==> src/rtl/ppp_pkg.sv <==
`default_nettype none

package ppp_pkg;

  // Fixed field widths and fixed-point positions
  localparam int unsigned IN_W          = 32;
  localparam int unsigned OUT_W         = 32;
  localparam int unsigned CFG_W         = 64;
  localparam int unsigned CFG_IDX_W     = 2;
  localparam int unsigned COEFF_FIELD_W = 16;
  localparam int unsigned COEFF_FRAC    = 12;
  localparam int unsigned SCALE_W       = 16;
  localparam int unsigned SCALE_FRAC    = 8;
  localparam int unsigned Q_FRAC        = 16;
  localparam int unsigned PROJ_LIM_SH   = 46;
  localparam int unsigned PROJ_W        = PROJ_LIM_SH + 2;
  localparam int unsigned IN_DATA_W     = 4 * IN_W;
  localparam int unsigned OUT_DATA_W    = 8 * OUT_W;

  // Configuration register indexes
  localparam logic [CFG_IDX_W-1:0] CFG_ROW_X = 2'd0;
  localparam logic [CFG_IDX_W-1:0] CFG_ROW_Y = 2'd1;
  localparam logic [CFG_IDX_W-1:0] CFG_ROW_W = 2'd2;
  localparam logic [CFG_IDX_W-1:0] CFG_SCALE = 2'd3;

  // Datapath operations issued by the controller
  typedef enum logic [3:0] {
    OP_NONE,
    OP_LOAD,
    OP_SDIV_START,
    OP_SDIV_WRITE,
    OP_MUL,
    OP_ACC,
    OP_PDIV_START,
    OP_PDIV_WRITE,
    OP_PCLAMP,
    OP_FMUL,
    OP_FWRITE,
    OP_UPDATE
  } ppp_op_e;

  typedef struct packed {
    ppp_op_e    op;
    logic [1:0] sel;   // coordinate or matrix row
    logic [1:0] idx;   // vector element
  } ppp_cmd_t;

  typedef struct packed {
    logic div_done;
    logic w_zero;
  } ppp_status_t;

endpackage

`default_nettype wire

==> src/rtl/ppp_div.sv <==
`default_nettype none

// Restoring unsigned divider, one quotient bit per cycle.
module ppp_div #(
  parameter int unsigned NW = 54,
  parameter int unsigned DW = 38
) (
  input  wire logic          clk_i,
  input  wire logic          rst_ni,
  input  wire logic          start_i,
  input  wire logic [NW-1:0] num_i,
  input  wire logic [DW-1:0] den_i,
  output logic      [NW-1:0] quo_o,
  output logic               done_o
);

  localparam int unsigned CNTW = $clog2(NW + 1);

  logic [NW-1:0]   a_q, a_d;
  logic [DW-1:0]   r_q, r_d;
  logic [DW-1:0]   den_q;
  logic [CNTW-1:0] cnt_q, cnt_d;
  logic            busy_q, busy_d;
  logic            done_q, done_d;
  logic [DW:0]     trial;
  logic [DW:0]     diff;

  always_comb begin
    trial  = {r_q, a_q[NW-1]};
    diff   = trial - {1'b0, den_q};
    a_d    = a_q;
    r_d    = r_q;
    cnt_d  = cnt_q;
    busy_d = busy_q;
    done_d = 1'b0;
    if (start_i) begin
      a_d    = num_i;
      r_d    = '0;
      cnt_d  = CNTW'(NW);
      busy_d = 1'b1;
    end else if (busy_q) begin
      if (trial >= {1'b0, den_q}) begin
        r_d = diff[DW-1:0];
        a_d = {a_q[NW-2:0], 1'b1};
      end else begin
        r_d = trial[DW-1:0];
        a_d = {a_q[NW-2:0], 1'b0};
      end
      cnt_d = cnt_q - CNTW'(1);
      if (cnt_q == CNTW'(1)) begin
        busy_d = 1'b0;
        done_d = 1'b1;
      end
    end
  end

  always_ff @(posedge clk_i or negedge rst_ni) begin
    if (!rst_ni) begin
      busy_q <= 1'b0;
      done_q <= 1'b0;
      cnt_q  <= '0;
    end else begin
      busy_q <= busy_d;
      done_q <= done_d;
      cnt_q  <= cnt_d;
    end
  end

  always_ff @(posedge clk_i) begin
    a_q <= a_d;
    r_q <= r_d;
    if (start_i) begin
      den_q <= den_i;
    end
  end

  assign quo_o  = a_q;
  assign done_o = done_q;

endmodule

`default_nettype wire

==> src/rtl/ppp_datapath.sv <==
`default_nettype none

module ppp_datapath #(
  parameter int unsigned COORD_BITS = 32,
  parameter int unsigned COEFF_BITS = 16
) (
  input  wire logic                             clk_i,
  input  wire logic                             rst_ni,
  input  wire logic                             cfg_we_i,
  input  wire logic [ppp_pkg::CFG_IDX_W-1:0]    cfg_idx_i,
  input  wire logic [ppp_pkg::CFG_W-1:0]        cfg_data_i,
  input  wire logic [ppp_pkg::IN_DATA_W-1:0]    in_data_i,
  input  wire logic                             in_last_i,
  input  wire ppp_pkg::ppp_cmd_t                cmd_i,
  output ppp_pkg::ppp_status_t                  status_o,
  output logic      [ppp_pkg::OUT_DATA_W-1:0]   out_data_o,
  output logic                                  out_sat_o,
  output logic                                  out_last_o
);

  import ppp_pkg::*;

  localparam int unsigned VW  = (COORD_BITS > IN_W) ? COORD_BITS : IN_W;
  localparam int unsigned AW  = COEFF_BITS + VW - COEFF_FRAC + 2;
  localparam int unsigned NW  = AW + Q_FRAC;
  localparam int unsigned DW  = AW;
  localparam int unsigned SQW = IN_W + SCALE_FRAC + 1;
  localparam int unsigned CW  = ((COORD_BITS > SQW) ? COORD_BITS : SQW) + 1;
  localparam int unsigned SCW = SCALE_W + 1;
  localparam int unsigned MA  = (COEFF_BITS > SCW) ? COEFF_BITS : SCW;
  localparam int unsigned MB  = (VW > PROJ_W) ? VW : PROJ_W;
  localparam int unsigned MP  = MA + MB;
  localparam int unsigned CLW = (AW > PROJ_W) ? AW : PROJ_W;

  // Configuration
  logic [CFG_W-1:0]   row_x_q, row_y_q, row_w_q;
  logic [SCALE_W-1:0] scale_q;

  // Item working set
  logic signed [IN_W-1:0]   vin_q [4];
  logic                     last_q;
  logic signed [VW-1:0]     v_q   [3];
  logic signed [AW-1:0]     acc_q [3];
  logic signed [PROJ_W-1:0] p_q   [2];
  logic signed [OUT_W-1:0]  f_q   [2];
  logic signed [MP-1:0]     prod_q;
  logic                     sat_q;

  // Shape state
  logic signed [OUT_W-1:0] prev_q [2];
  logic signed [OUT_W-1:0] bbox_q [4];
  logic                    at_start_q;

  // Result register
  logic [OUT_DATA_W-1:0] o_data_q;
  logic                  o_sat_q, o_last_q;

  logic [SCALE_W-1:0]       s_eff;
  logic [CFG_W-1:0]         row_sel;
  logic signed [MA-1:0]     ma;
  logic signed [MB-1:0]     mb;
  logic signed [IN_W-1:0]   xs;
  logic [IN_W-1:0]          xabs;
  logic signed [AW-1:0]     acc_sel;
  logic [AW-1:0]            aabs, wabs;
  logic                     div_start;
  logic [NW-1:0]            div_num, div_quo;
  logic [DW-1:0]            div_den;
  logic                     div_done;

  logic [CW-1:0]            sq;
  logic signed [CW-1:0]     sv, shi, slo, sclamp;
  logic                     ssat;
  logic [NW-1:0]            limq, qc;
  logic                     pover, pneg;
  logic [PROJ_W-1:0]        qct;
  logic signed [PROJ_W-1:0] pv;
  logic signed [CLW-1:0]    ax, climp, climn, cv;
  logic                     csat;
  logic signed [MP-1:0]     fsh, fhi, flo, fv;
  logic                     fsat;
  logic signed [OUT_W-1:0]  px, py, sx, sy;
  logic signed [OUT_W-1:0]  bmin_x, bmax_x, bmin_y, bmax_y;

  assign s_eff = (scale_q == '0) ? SCALE_W'(1) : scale_q;

  always_comb begin
    unique case (cmd_i.sel)
      2'd0:    row_sel = row_x_q;
      2'd1:    row_sel = row_y_q;
      default: row_sel = row_w_q;
    endcase
  end

  // Multiplier operand selection
  always_comb begin
    if (cmd_i.op == OP_FMUL) begin
      ma = MA'(signed'({1'b0, s_eff}));
      mb = MB'(p_q[cmd_i.sel[0]]);
    end else begin
      ma = MA'(signed'(row_sel[{cmd_i.idx, 4'b0000} +: COEFF_BITS]));
      case (cmd_i.idx)
        2'd0:    mb = MB'(v_q[0]);
        2'd1:    mb = MB'(v_q[1]);
        2'd2:    mb = MB'(v_q[2]);
        default: mb = MB'(vin_q[3]);
      endcase
    end
  end

  // Divider operands
  always_comb begin
    case (cmd_i.sel)
      2'd0:    xs = vin_q[0];
      2'd1:    xs = vin_q[1];
      default: xs = vin_q[2];
    endcase
    case (cmd_i.sel)
      2'd0:    acc_sel = acc_q[0];
      2'd1:    acc_sel = acc_q[1];
      default: acc_sel = acc_q[2];
    endcase
    xabs      = xs[IN_W-1] ? -xs : xs;
    aabs      = acc_sel[AW-1] ? -acc_sel : acc_sel;
    wabs      = acc_q[2][AW-1] ? -acc_q[2] : acc_q[2];
    div_start = (cmd_i.op == OP_SDIV_START) || (cmd_i.op == OP_PDIV_START);
    if (cmd_i.op == OP_SDIV_START) begin
      div_num = NW'({xabs, {SCALE_FRAC{1'b0}}});
      div_den = DW'(s_eff);
    end else begin
      div_num = {aabs, {Q_FRAC{1'b0}}};
      div_den = wabs;
    end
  end

  ppp_div #(
    .NW (NW),
    .DW (DW)
  ) u_div (
    .clk_i   (clk_i),
    .rst_ni  (rst_ni),
    .start_i (div_start),
    .num_i   (div_num),
    .den_i   (div_den),
    .quo_o   (div_quo),
    .done_o  (div_done)
  );

  // Input scaling result: sign and clamp to the coordinate range
  always_comb begin
    sq     = div_quo[CW-1:0];
    sv     = xs[IN_W-1] ? -signed'(sq) : signed'(sq);
    shi    = signed'({{(CW - COORD_BITS + 1){1'b0}}, {(COORD_BITS - 1){1'b1}}});
    slo    = ~shi;
    ssat   = (sv > shi) || (sv < slo);
    sclamp = (sv > shi) ? shi : ((sv < slo) ? slo : sv);
  end

  // Perspective quotient: limit magnitude, apply sign
  always_comb begin
    limq  = NW'(1) << PROJ_LIM_SH;
    pover = div_quo > limq;
    qc    = pover ? limq : div_quo;
    qct   = qc[PROJ_W-1:0];
    pneg  = acc_sel[AW-1] ^ acc_q[2][AW-1];
    pv    = pneg ? -signed'(qct) : signed'(qct);
  end

  // Undivided value when w is zero
  always_comb begin
    ax    = CLW'(acc_sel);
    climp = signed'(CLW'(1) << PROJ_LIM_SH);
    climn = -climp;
    csat  = (ax > climp) || (ax < climn);
    cv    = (ax > climp) ? climp : ((ax < climn) ? climn : ax);
  end

  // Scale back to output range
  always_comb begin
    fsh  = prod_q >>> SCALE_FRAC;
    fhi  = signed'({{(MP - OUT_W + 1){1'b0}}, {(OUT_W - 1){1'b1}}});
    flo  = ~fhi;
    fsat = (fsh > fhi) || (fsh < flo);
    fv   = (fsh > fhi) ? fhi : ((fsh < flo) ? flo : fsh);
  end

  // Segment and box for this vertex
  always_comb begin
    px = f_q[0];
    py = f_q[1];
    if (at_start_q) begin
      sx = px; sy = py;
      bmin_x = px; bmax_x = px; bmin_y = py; bmax_y = py;
    end else begin
      sx = prev_q[0]; sy = prev_q[1];
      bmin_x = (px < bbox_q[0]) ? px : bbox_q[0];
      bmax_x = (px > bbox_q[1]) ? px : bbox_q[1];
      bmin_y = (py < bbox_q[2]) ? py : bbox_q[2];
      bmax_y = (py > bbox_q[3]) ? py : bbox_q[3];
    end
  end

  // Configuration, saturation flag and shape state
  always_ff @(posedge clk_i or negedge rst_ni) begin
    if (!rst_ni) begin
      row_x_q    <= CFG_W'(64'h0000_0000_0000_1000);
      row_y_q    <= CFG_W'(64'h0000_0000_1000_0000);
      row_w_q    <= CFG_W'(64'h1000_0000_0000_0000);
      scale_q    <= SCALE_W'(16'h0100);
      at_start_q <= 1'b1;
      prev_q[0]  <= '0;
      prev_q[1]  <= '0;
      for (int i = 0; i < 4; i++) begin
        bbox_q[i] <= '0;
      end
      sat_q      <= 1'b0;
    end else begin
      if (cfg_we_i) begin
        unique case (cfg_idx_i)
          CFG_ROW_X: row_x_q <= cfg_data_i;
          CFG_ROW_Y: row_y_q <= cfg_data_i;
          CFG_ROW_W: row_w_q <= cfg_data_i;
          CFG_SCALE: scale_q <= cfg_data_i[SCALE_W-1:0];
          default:   ;
        endcase
      end
      case (cmd_i.op)
        OP_LOAD:       sat_q <= 1'b0;
        OP_SDIV_WRITE: sat_q <= sat_q | ssat;
        OP_PDIV_WRITE: sat_q <= sat_q | pover;
        OP_PCLAMP:     sat_q <= sat_q | csat;
        OP_FWRITE:     sat_q <= sat_q | fsat;
        OP_UPDATE: begin
          at_start_q <= last_q;
          prev_q[0]  <= px;
          prev_q[1]  <= py;
          bbox_q[0]  <= bmin_x;
          bbox_q[1]  <= bmax_x;
          bbox_q[2]  <= bmin_y;
          bbox_q[3]  <= bmax_y;
        end
        default: ;
      endcase
    end
  end

  // Working registers
  always_ff @(posedge clk_i) begin
    case (cmd_i.op)
      OP_LOAD: begin
        for (int i = 0; i < 4; i++) begin
          vin_q[i] <= signed'(in_data_i[i*IN_W +: IN_W]);
        end
        last_q <= in_last_i;
        for (int i = 0; i < 3; i++) begin
          acc_q[i] <= '0;
        end
      end
      OP_SDIV_WRITE: v_q[cmd_i.sel] <= VW'(sclamp);
      OP_MUL, OP_FMUL: prod_q <= ma * mb;
      OP_ACC: acc_q[cmd_i.sel] <= acc_sel + AW'(prod_q >>> COEFF_FRAC);
      OP_PDIV_WRITE: p_q[cmd_i.sel[0]] <= pv;
      OP_PCLAMP: p_q[cmd_i.sel[0]] <= PROJ_W'(cv);
      OP_FWRITE: f_q[cmd_i.sel[0]] <= OUT_W'(fv);
      OP_UPDATE: begin
        o_data_q <= {bmax_y, bmin_y, bmax_x, bmin_x, py, px, sy, sx};
        o_sat_q  <= sat_q;
        o_last_q <= last_q;
      end
      default: ;
    endcase
  end

  assign status_o.div_done = div_done;
  assign status_o.w_zero   = (acc_q[2] == '0);
  assign out_data_o        = o_data_q;
  assign out_sat_o         = o_sat_q;
  assign out_last_o        = o_last_q;

endmodule

`default_nettype wire

==> src/rtl/ppp_ctrl.sv <==
`default_nettype none

module ppp_ctrl (
  input  wire logic                 clk_i,
  input  wire logic                 rst_ni,
  input  wire logic                 in_valid_i,
  output logic                      in_ready_o,
  output logic                      out_valid_o,
  input  wire logic                 out_ready_i,
  input  wire ppp_pkg::ppp_status_t status_i,
  output ppp_pkg::ppp_cmd_t         cmd_o
);

  import ppp_pkg::*;

  typedef enum logic [3:0] {
    S_IDLE,
    S_SDIV_GO,
    S_SDIV_WAIT,
    S_MUL,
    S_ACC,
    S_PDIV_GO,
    S_PDIV_WAIT,
    S_FMUL,
    S_FACC,
    S_UPD
  } state_e;

  state_e     state_q, state_d;
  logic [1:0] sel_q, sel_d;
  logic [1:0] idx_q, idx_d;
  logic       oval_q, oval_d;

  always_comb begin
    state_d   = state_q;
    sel_d     = sel_q;
    idx_d     = idx_q;
    oval_d    = oval_q && !out_ready_i;
    cmd_o.op  = OP_NONE;
    cmd_o.sel = sel_q;
    cmd_o.idx = idx_q;
    unique case (state_q)
      S_IDLE: begin
        if (in_valid_i) begin
          cmd_o.op = OP_LOAD;
          sel_d    = 2'd0;
          state_d  = S_SDIV_GO;
        end
      end
      S_SDIV_GO: begin
        cmd_o.op = OP_SDIV_START;
        state_d  = S_SDIV_WAIT;
      end
      S_SDIV_WAIT: begin
        if (status_i.div_done) begin
          cmd_o.op = OP_SDIV_WRITE;
          if (sel_q == 2'd2) begin
            sel_d   = 2'd0;
            idx_d   = 2'd0;
            state_d = S_MUL;
          end else begin
            sel_d   = sel_q + 2'd1;
            state_d = S_SDIV_GO;
          end
        end
      end
      S_MUL: begin
        cmd_o.op = OP_MUL;
        state_d  = S_ACC;
      end
      S_ACC: begin
        cmd_o.op = OP_ACC;
        state_d  = S_MUL;
        idx_d    = idx_q + 2'd1;
        if (idx_q == 2'd3) begin
          if (sel_q == 2'd2) begin
            sel_d   = 2'd0;
            state_d = S_PDIV_GO;
          end else begin
            sel_d = sel_q + 2'd1;
          end
        end
      end
      S_PDIV_GO: begin
        if (status_i.w_zero) begin
          cmd_o.op = OP_PCLAMP;
          sel_d    = 2'd1;
          state_d  = (sel_q == 2'd1) ? S_FMUL : S_PDIV_GO;
          if (sel_q == 2'd1) begin
            sel_d = 2'd0;
          end
        end else begin
          cmd_o.op = OP_PDIV_START;
          state_d  = S_PDIV_WAIT;
        end
      end
      S_PDIV_WAIT: begin
        if (status_i.div_done) begin
          cmd_o.op = OP_PDIV_WRITE;
          if (sel_q == 2'd1) begin
            sel_d   = 2'd0;
            state_d = S_FMUL;
          end else begin
            sel_d   = 2'd1;
            state_d = S_PDIV_GO;
          end
        end
      end
      S_FMUL: begin
        cmd_o.op = OP_FMUL;
        state_d  = S_FACC;
      end
      S_FACC: begin
        cmd_o.op = OP_FWRITE;
        if (sel_q == 2'd1) begin
          state_d = S_UPD;
        end else begin
          sel_d   = 2'd1;
          state_d = S_FMUL;
        end
      end
      S_UPD: begin
        if (!oval_q || out_ready_i) begin
          cmd_o.op = OP_UPDATE;
          oval_d   = 1'b1;
          state_d  = S_IDLE;
        end
      end
      default: state_d = S_IDLE;
    endcase
  end

  always_ff @(posedge clk_i or negedge rst_ni) begin
    if (!rst_ni) begin
      state_q <= S_IDLE;
      sel_q   <= '0;
      idx_q   <= '0;
      oval_q  <= 1'b0;
    end else begin
      state_q <= state_d;
      sel_q   <= sel_d;
      idx_q   <= idx_d;
      oval_q  <= oval_d;
    end
  end

  assign in_ready_o  = (state_q == S_IDLE);
  assign out_valid_o = oval_q;

endmodule

`default_nettype wire

==> src/rtl/polyline_perspective_projector.sv <==
`default_nettype none

// Perspective projector for polylines. Each input item is one homogeneous
// vertex (x, y, z, w in signed Q16.16, tlast closing the shape). x, y and z
// are divided by the Q8.8 view scale, three programmable Q4.12 matrix rows
// give projected X, Y and W, X and Y are divided by W (skipped when W is
// zero) and scaled back by the view scale. Each vertex yields one result: the
// segment from the previous projected vertex to this one (zero length for the
// first vertex of a shape) and the running bounding box of the shape; tuser
// flags any clamping. One vertex is in flight at a time. The work runs on the
// shared bit-serial divider, which does three input scalings and two
// perspective divisions per vertex (the perspective divisions are skipped
// when W is zero), and on the one shared multiplier for the twelve matrix
// products and two output scalings. The next vertex is taken while the
// previous result still waits on the output register. Write the
// configuration only while the block is idle.
module polyline_perspective_projector #(
  parameter int unsigned COORD_BITS = 32,
  parameter int unsigned COEFF_BITS = 16
) (
  input  wire logic                           clk_i,
  input  wire logic                           rst_ni,
  // Configuration write port
  input  wire logic                           cfg_we_i,
  input  wire logic [ppp_pkg::CFG_IDX_W-1:0]  cfg_idx_i,
  input  wire logic [ppp_pkg::CFG_W-1:0]      cfg_data_i,
  // Vertex stream
  input  wire logic                           s_axis_tvalid,
  output logic                                s_axis_tready,
  // vertex_x, vertex_y, vertex_z, vertex_w
  input  wire logic [ppp_pkg::IN_DATA_W-1:0]  s_axis_tdata,
  input  wire logic                           s_axis_tlast,   // end_of_shape
  // Segment and box stream
  output logic                                m_axis_tvalid,
  input  wire logic                           m_axis_tready,
  // seg_start_x, seg_start_y, seg_end_x, seg_end_y,
  // box_min_x, box_max_x, box_min_y, box_max_y
  output logic      [ppp_pkg::OUT_DATA_W-1:0] m_axis_tdata,
  output logic                                m_axis_tuser,   // saturated
  output logic                                m_axis_tlast    // shape_done
);

  import ppp_pkg::*;

  ppp_cmd_t    cmd;
  ppp_status_t status;

  // Sequence the work for one vertex
  ppp_ctrl u_ctrl (
    .clk_i       (clk_i),
    .rst_ni      (rst_ni),
    .in_valid_i  (s_axis_tvalid),
    .in_ready_o  (s_axis_tready),
    .out_valid_o (m_axis_tvalid),
    .out_ready_i (m_axis_tready),
    .status_i    (status),
    .cmd_o       (cmd)
  );

  // Hold configuration, shape state, the arithmetic and the result register
  ppp_datapath #(
    .COORD_BITS (COORD_BITS),
    .COEFF_BITS (COEFF_BITS)
  ) u_datapath (
    .clk_i      (clk_i),
    .rst_ni     (rst_ni),
    .cfg_we_i   (cfg_we_i),
    .cfg_idx_i  (cfg_idx_i),
    .cfg_data_i (cfg_data_i),
    .in_data_i  (s_axis_tdata),
    .in_last_i  (s_axis_tlast),
    .cmd_i      (cmd),
    .status_o   (status),
    .out_data_o (m_axis_tdata),
    .out_sat_o  (m_axis_tuser),
    .out_last_o (m_axis_tlast)
  );

endmodule

`default_nettype wire

==> config.mk <==
export PLATFORM = sky130hd
export DESIGN_NAME = polyline_perspective_projector
export DESIGN_NICKNAME = d
export VERILOG_FILES = /design/src/rtl/ppp_pkg.sv /design/src/rtl/ppp_div.sv /design/src/rtl/ppp_datapath.sv /design/src/rtl/ppp_ctrl.sv /design/src/rtl/polyline_perspective_projector.sv
export SDC_FILE = /design/constraint.sdc
export NUM_CORES = 2
export LEC_CHECK = 0
export BUFFER_PORTS_ARGS = -buffer_cell sky130_fd_sc_hd__buf_4
export CORE_ASPECT_RATIO = 1.5
export CORE_MARGIN = 2
export CORE_UTILIZATION = 30
export CTS_CLUSTER_SIZE = 20
export DETAILED_ROUTE_END_ITERATION = 6
export MAX_ROUTING_LAYER = met4
export PLACE_DENSITY = 0.55
export SYNTH_ARGS = -nofsm -noshare
export SYNTH_HDL_FRONTEND = slang
export SYNTH_HIERARCHICAL = 1
export SYNTH_SLANG_ARGS = --single-unit
==> constraint.sdc <==
create_clock -name clk_i -period 11.35 [get_ports clk_i]
set_clock_uncertainty 0.05 [all_clocks]
set_input_delay 2.27 -clock clk_i [delete_from_list [all_inputs] [get_ports clk_i]]
set_output_delay 2.27 -clock clk_i [all_outputs]
set_load 0.05 [all_outputs]
==> impl_metrics.tcl <==
set metrics [dict create \
    worstPathRequired_ns 11.87 \
    holdBufCountCts 0 \
    cts_max_path_bufs 4 \
    netlist_area_um2 93100 \
    yosysSeqAreaShare_pct 41.3 \
    viasPerCell 5.03 \
    fin_crit_sh_pct 96.7 \
    crit_slowest_cell "a221oi_1" \
    setup.worst_path.end_class "flop" \
    skew_pair_late_insertion_delay_ns 0.85 \
    row_count 250 \
    grt_use_total_pct 21.3 \
    buffer_ports.inserted 459 \
    synth_area_per_inst_um2 10.8 \
    finalWeightedCongestion 0.985 \
    slew_headroom_pct 11.0 \
    synth_cell_types 109 \
    postSynthCellCount 8621 \
    synth_top_cell_area_share_pct 29.2 \
    final.min_clock_period_ns 10.98 \
    layout_commonest_cell "nand2_1" \
    critical_path.max_stage_delay_ns 0.61 \
    top_library_cells_by_usage_in_the_layout_fill_and_taps_aside "nand2_1 (1087), inv_1 (1035), edfxtp_1 (906)" \
    drc 0 \
    library_cell_appearing_most_often_on_the_critical_path "fa_1" \
    grt_pass1_vias 69998 \
    grt_pass1_wl_mm 482 \
    rsz0062_at_grt "no" \
    die_w_um 459 \
    fin_area_um2 108000 \
    finalHoldViolations 0 \
    htree_levels 4 \
    design.final.nets 10484 \
    chipHeight_um 686 \
    postSynth.asyncResetShare_pct 30.7 \
    start_util_pct 30.1 \
    worstHoldEndpoint "u_datapath/out_last_o" \
    critical_path.startpoint_type "flop" \
    timing.hold.worst_path_depth 0 \
    detail_route.iter0.violations 5513 \
    max_freq_mhz 91.1 \
    critPathArrivalTime_ns 11.50 \
    final.fill_count 30870 \
    detail-route-antenna-nets 0 \
    crit_path_max_fanout 16 \
    synthDominantAreaCellType "edfxtp_1" \
    tritoncts_clock_tree "yes" \
    routed_wl_mm 332 \
    grt-ovfl-total 0 \
    design.die.area_um2 315000 \
    design.portCount 460 \
    wl_per_cell_um 24.9 \
    number_of_flops_mapped_to_enable_cells_by_yosys 906 \
    firstDrtPassIters 6 \
    initial_antenna_violation_count 11 \
    detailedPlacementHpwl_mm 255 \
    path_clk_slew_ns 0.06 \
    regToRegEndpoint "u_datapath/prod_q[32]" \
    hold_start "u_datapath/last_q" \
    drive_above_1_share_pct 18.5 \
    number_of_register_bits_inferred_by_synthesis 1363 \
    hold_path.class "reg2reg" \
    worst-r2r-setup-slack_ns 0.37 \
    setup_violations 0 \
    ctsRootBufferMaster "clkbuf_16" \
    max-cap-violations 0 \
    worst_slew_pin_slew_ns 1.33 \
    clock_sinks 1363 \
    synth-warning-count 6 \
    cell_area_placed_um2 103000 \
    synth_flop_cell "edfxtp_1" \
    post_synth_main_area_contributors "edfxtp_1 (29%), fa_1 (16%), dfrtp_1 (11%)" \
    area.growth.synth_to_final_pct 16.4 \
    critical_path_class "reg2reg" \
    placeableCoreArea_um2 309000 \
    largest_net_degree_at_the_start_of_global_routing 148 \
    worstReg2RegStart "u_datapath/acc_q[2][5]" \
    ff2ff_path_depth 35 \
    routed-via-count 67082 \
    outcome "completed" \
    slew_viol_final 0 \
    tritoncts_buffers 159 \
]
==> cell type report <==
type | instances | area, um^2 | area share [%]
Tap cell | 4032 | 5040 | 4.65
Multi-Input combinational cell | 5812 | 49400 | 45.5
Sequential cell | 1363 | 38500 | 35.5
Timing Repair Buffer | 793 | 6280 | 5.79
Inverter | 1041 | 3920 | 3.62
Clock buffer | 190 | 4210 | 3.88
Clock inverter | 94 | 1080 | 0.996
Antenna cell | 12 | 30.0 | 0.0277
==> registers in the layout, indices dropped and copies added, names as in the netlist, 6 cells and up <==
register / cells
u_datapath/vin_q: 128
u_datapath/u_div/r_q: 38
u_datapath/prev_q: 64
u_datapath/bbox_q: 128
u_datapath/f_q: 64
u_datapath/u_div/den_q: 38
u_datapath/row_w_q: 64
u_datapath/prod_q: 57
u_datapath/row_x_q: 64
u_datapath/u_div/quo_o: 54
u_datapath/row_y_q: 64
u_datapath/acc_q: 114
u_datapath/out_data_o: 256
u_datapath/v_q: 96
u_datapath/u_div/cnt_q: 6
u_datapath/scale_q: 16
u_datapath/p_q: 96
==> synth_stat cells (30+ instances only) <==
| cell | instances |
|---|---|
| nor2_1 | 815 |
| mux4_2 | 48 |
| a21o_1 | 127 |
| nand3_1 | 102 |
| buf_1 | 51 |
| nand2b_1 | 41 |
| nor4_1 | 39 |
| dfrtp_1 | 414 |
| fa_1 | 762 |
| or3_1 | 37 |
| xor2_1 | 137 |
| o21ai_1 | 96 |
| nor3_1 | 63 |
| nand4_1 | 65 |
| a311oi_1 | 31 |
| mux2i_1 | 173 |
| and2_1 | 45 |
| clkbuf_1 | 263 |
| o21a_1 | 52 |
| edfxtp_1 | 906 |
| a21oi_1 | 358 |
| inv_1 | 1037 |
| nand2_1 | 1087 |
| ha_1 | 352 |
| buf_2 | 75 |
| nor2b_1 | 69 |
| mux2_1 | 35 |
| mux2_2 | 515 |
| o31ai_1 | 40 |
| a31oi_1 | 30 |
| xnor2_1 | 163 |
| dfxtp_1 | 38 |
| o21ai_0 | 258 |
==> per-stage QoR <==
stage	std cells	util, %	hold slack [ns]	TNS [ns]	worst slack, ns
2_1_floorplan	8628	-	0.376	0	0.206
3_3_place_gp	13029	33.3	0.389	-0.885	-0.383
3_5_place_dp	13029	33.3	0.394	-0.203	-0.168
4_1_cts	13320	35.0	0.413	0	0.0288
5_1_grt	13331	35.1	0.442	0	0.0308
6_report	13337	35.1	0.417	0	0.371
==> worst max-delay path, delay by kind of cell (launching register included) <==
kind | cells | cell delay, ns
fa+ha+maj | 7 | 3.48
buf+inv | 5 | 0.61
compound gates | 11 | 2.60
flops | 1 | 0.44
xor+xnor | 1 | 0.19
simple gates | 11 | 3.28
==> repair_timing <==
action / CTS / global route
setup buffers: 5 / 4
gates cloned: 2 / 1
resized for setup: 3 / 18
pin swaps: 1 / 2
setup endpoints to repair: 7 / 30
==> how the worst max path moves through the flow <==
stage / slack (ns) / to / cells past startpoint / from
after floorplan: 0.21 / u_datapath/out_data_o[0] / 8 / m_axis_tready
after global placement: -0.38 / u_datapath/prod_q[38] / 28 / m_axis_tready
after detailed placement: -0.17 / u_datapath/prod_q[38] / 28 / m_axis_tready
after CTS: 0.03 / u_datapath/prod_q[39] / 35 / u_datapath/acc_q[2][4]
after global routing: 0.03 / u_datapath/prod_q[64] / 36 / u_datapath/acc_q[2][5]
final: 0.37 / u_datapath/prod_q[32] / 35 / u_datapath/acc_q[2][5]
==> routing by layer <==
metal	vias to the layer above	routed length [um]	GRT usage [%]
met5	-	0	-
met4	0	21600	11.4
met2	2246	168000	37.1
met1	34216	125000	23.9
met3	610	16400	2.51
li1	30010	-	-
==> cells by family after synthesis <==
family / after synthesis / share of synthesized area, %
buffers and inverters: 1455 / 6.09
adder cells (fa/ha/maj): 1114 / 21.1
AO/OA/AOI/OAI: 1151 / 7.57
flip-flops: 1363 / 41.3
AND/OR/NAND/NOR: 2465 / 11.4
other: 1 / 0.00403
XOR/XNOR: 300 / 2.82
multiplexers: 772 / 9.69
Power is left out: the tool's default activity adds up to more than one toggle a clock period on the data nets, which glitch-free logic cannot reach.
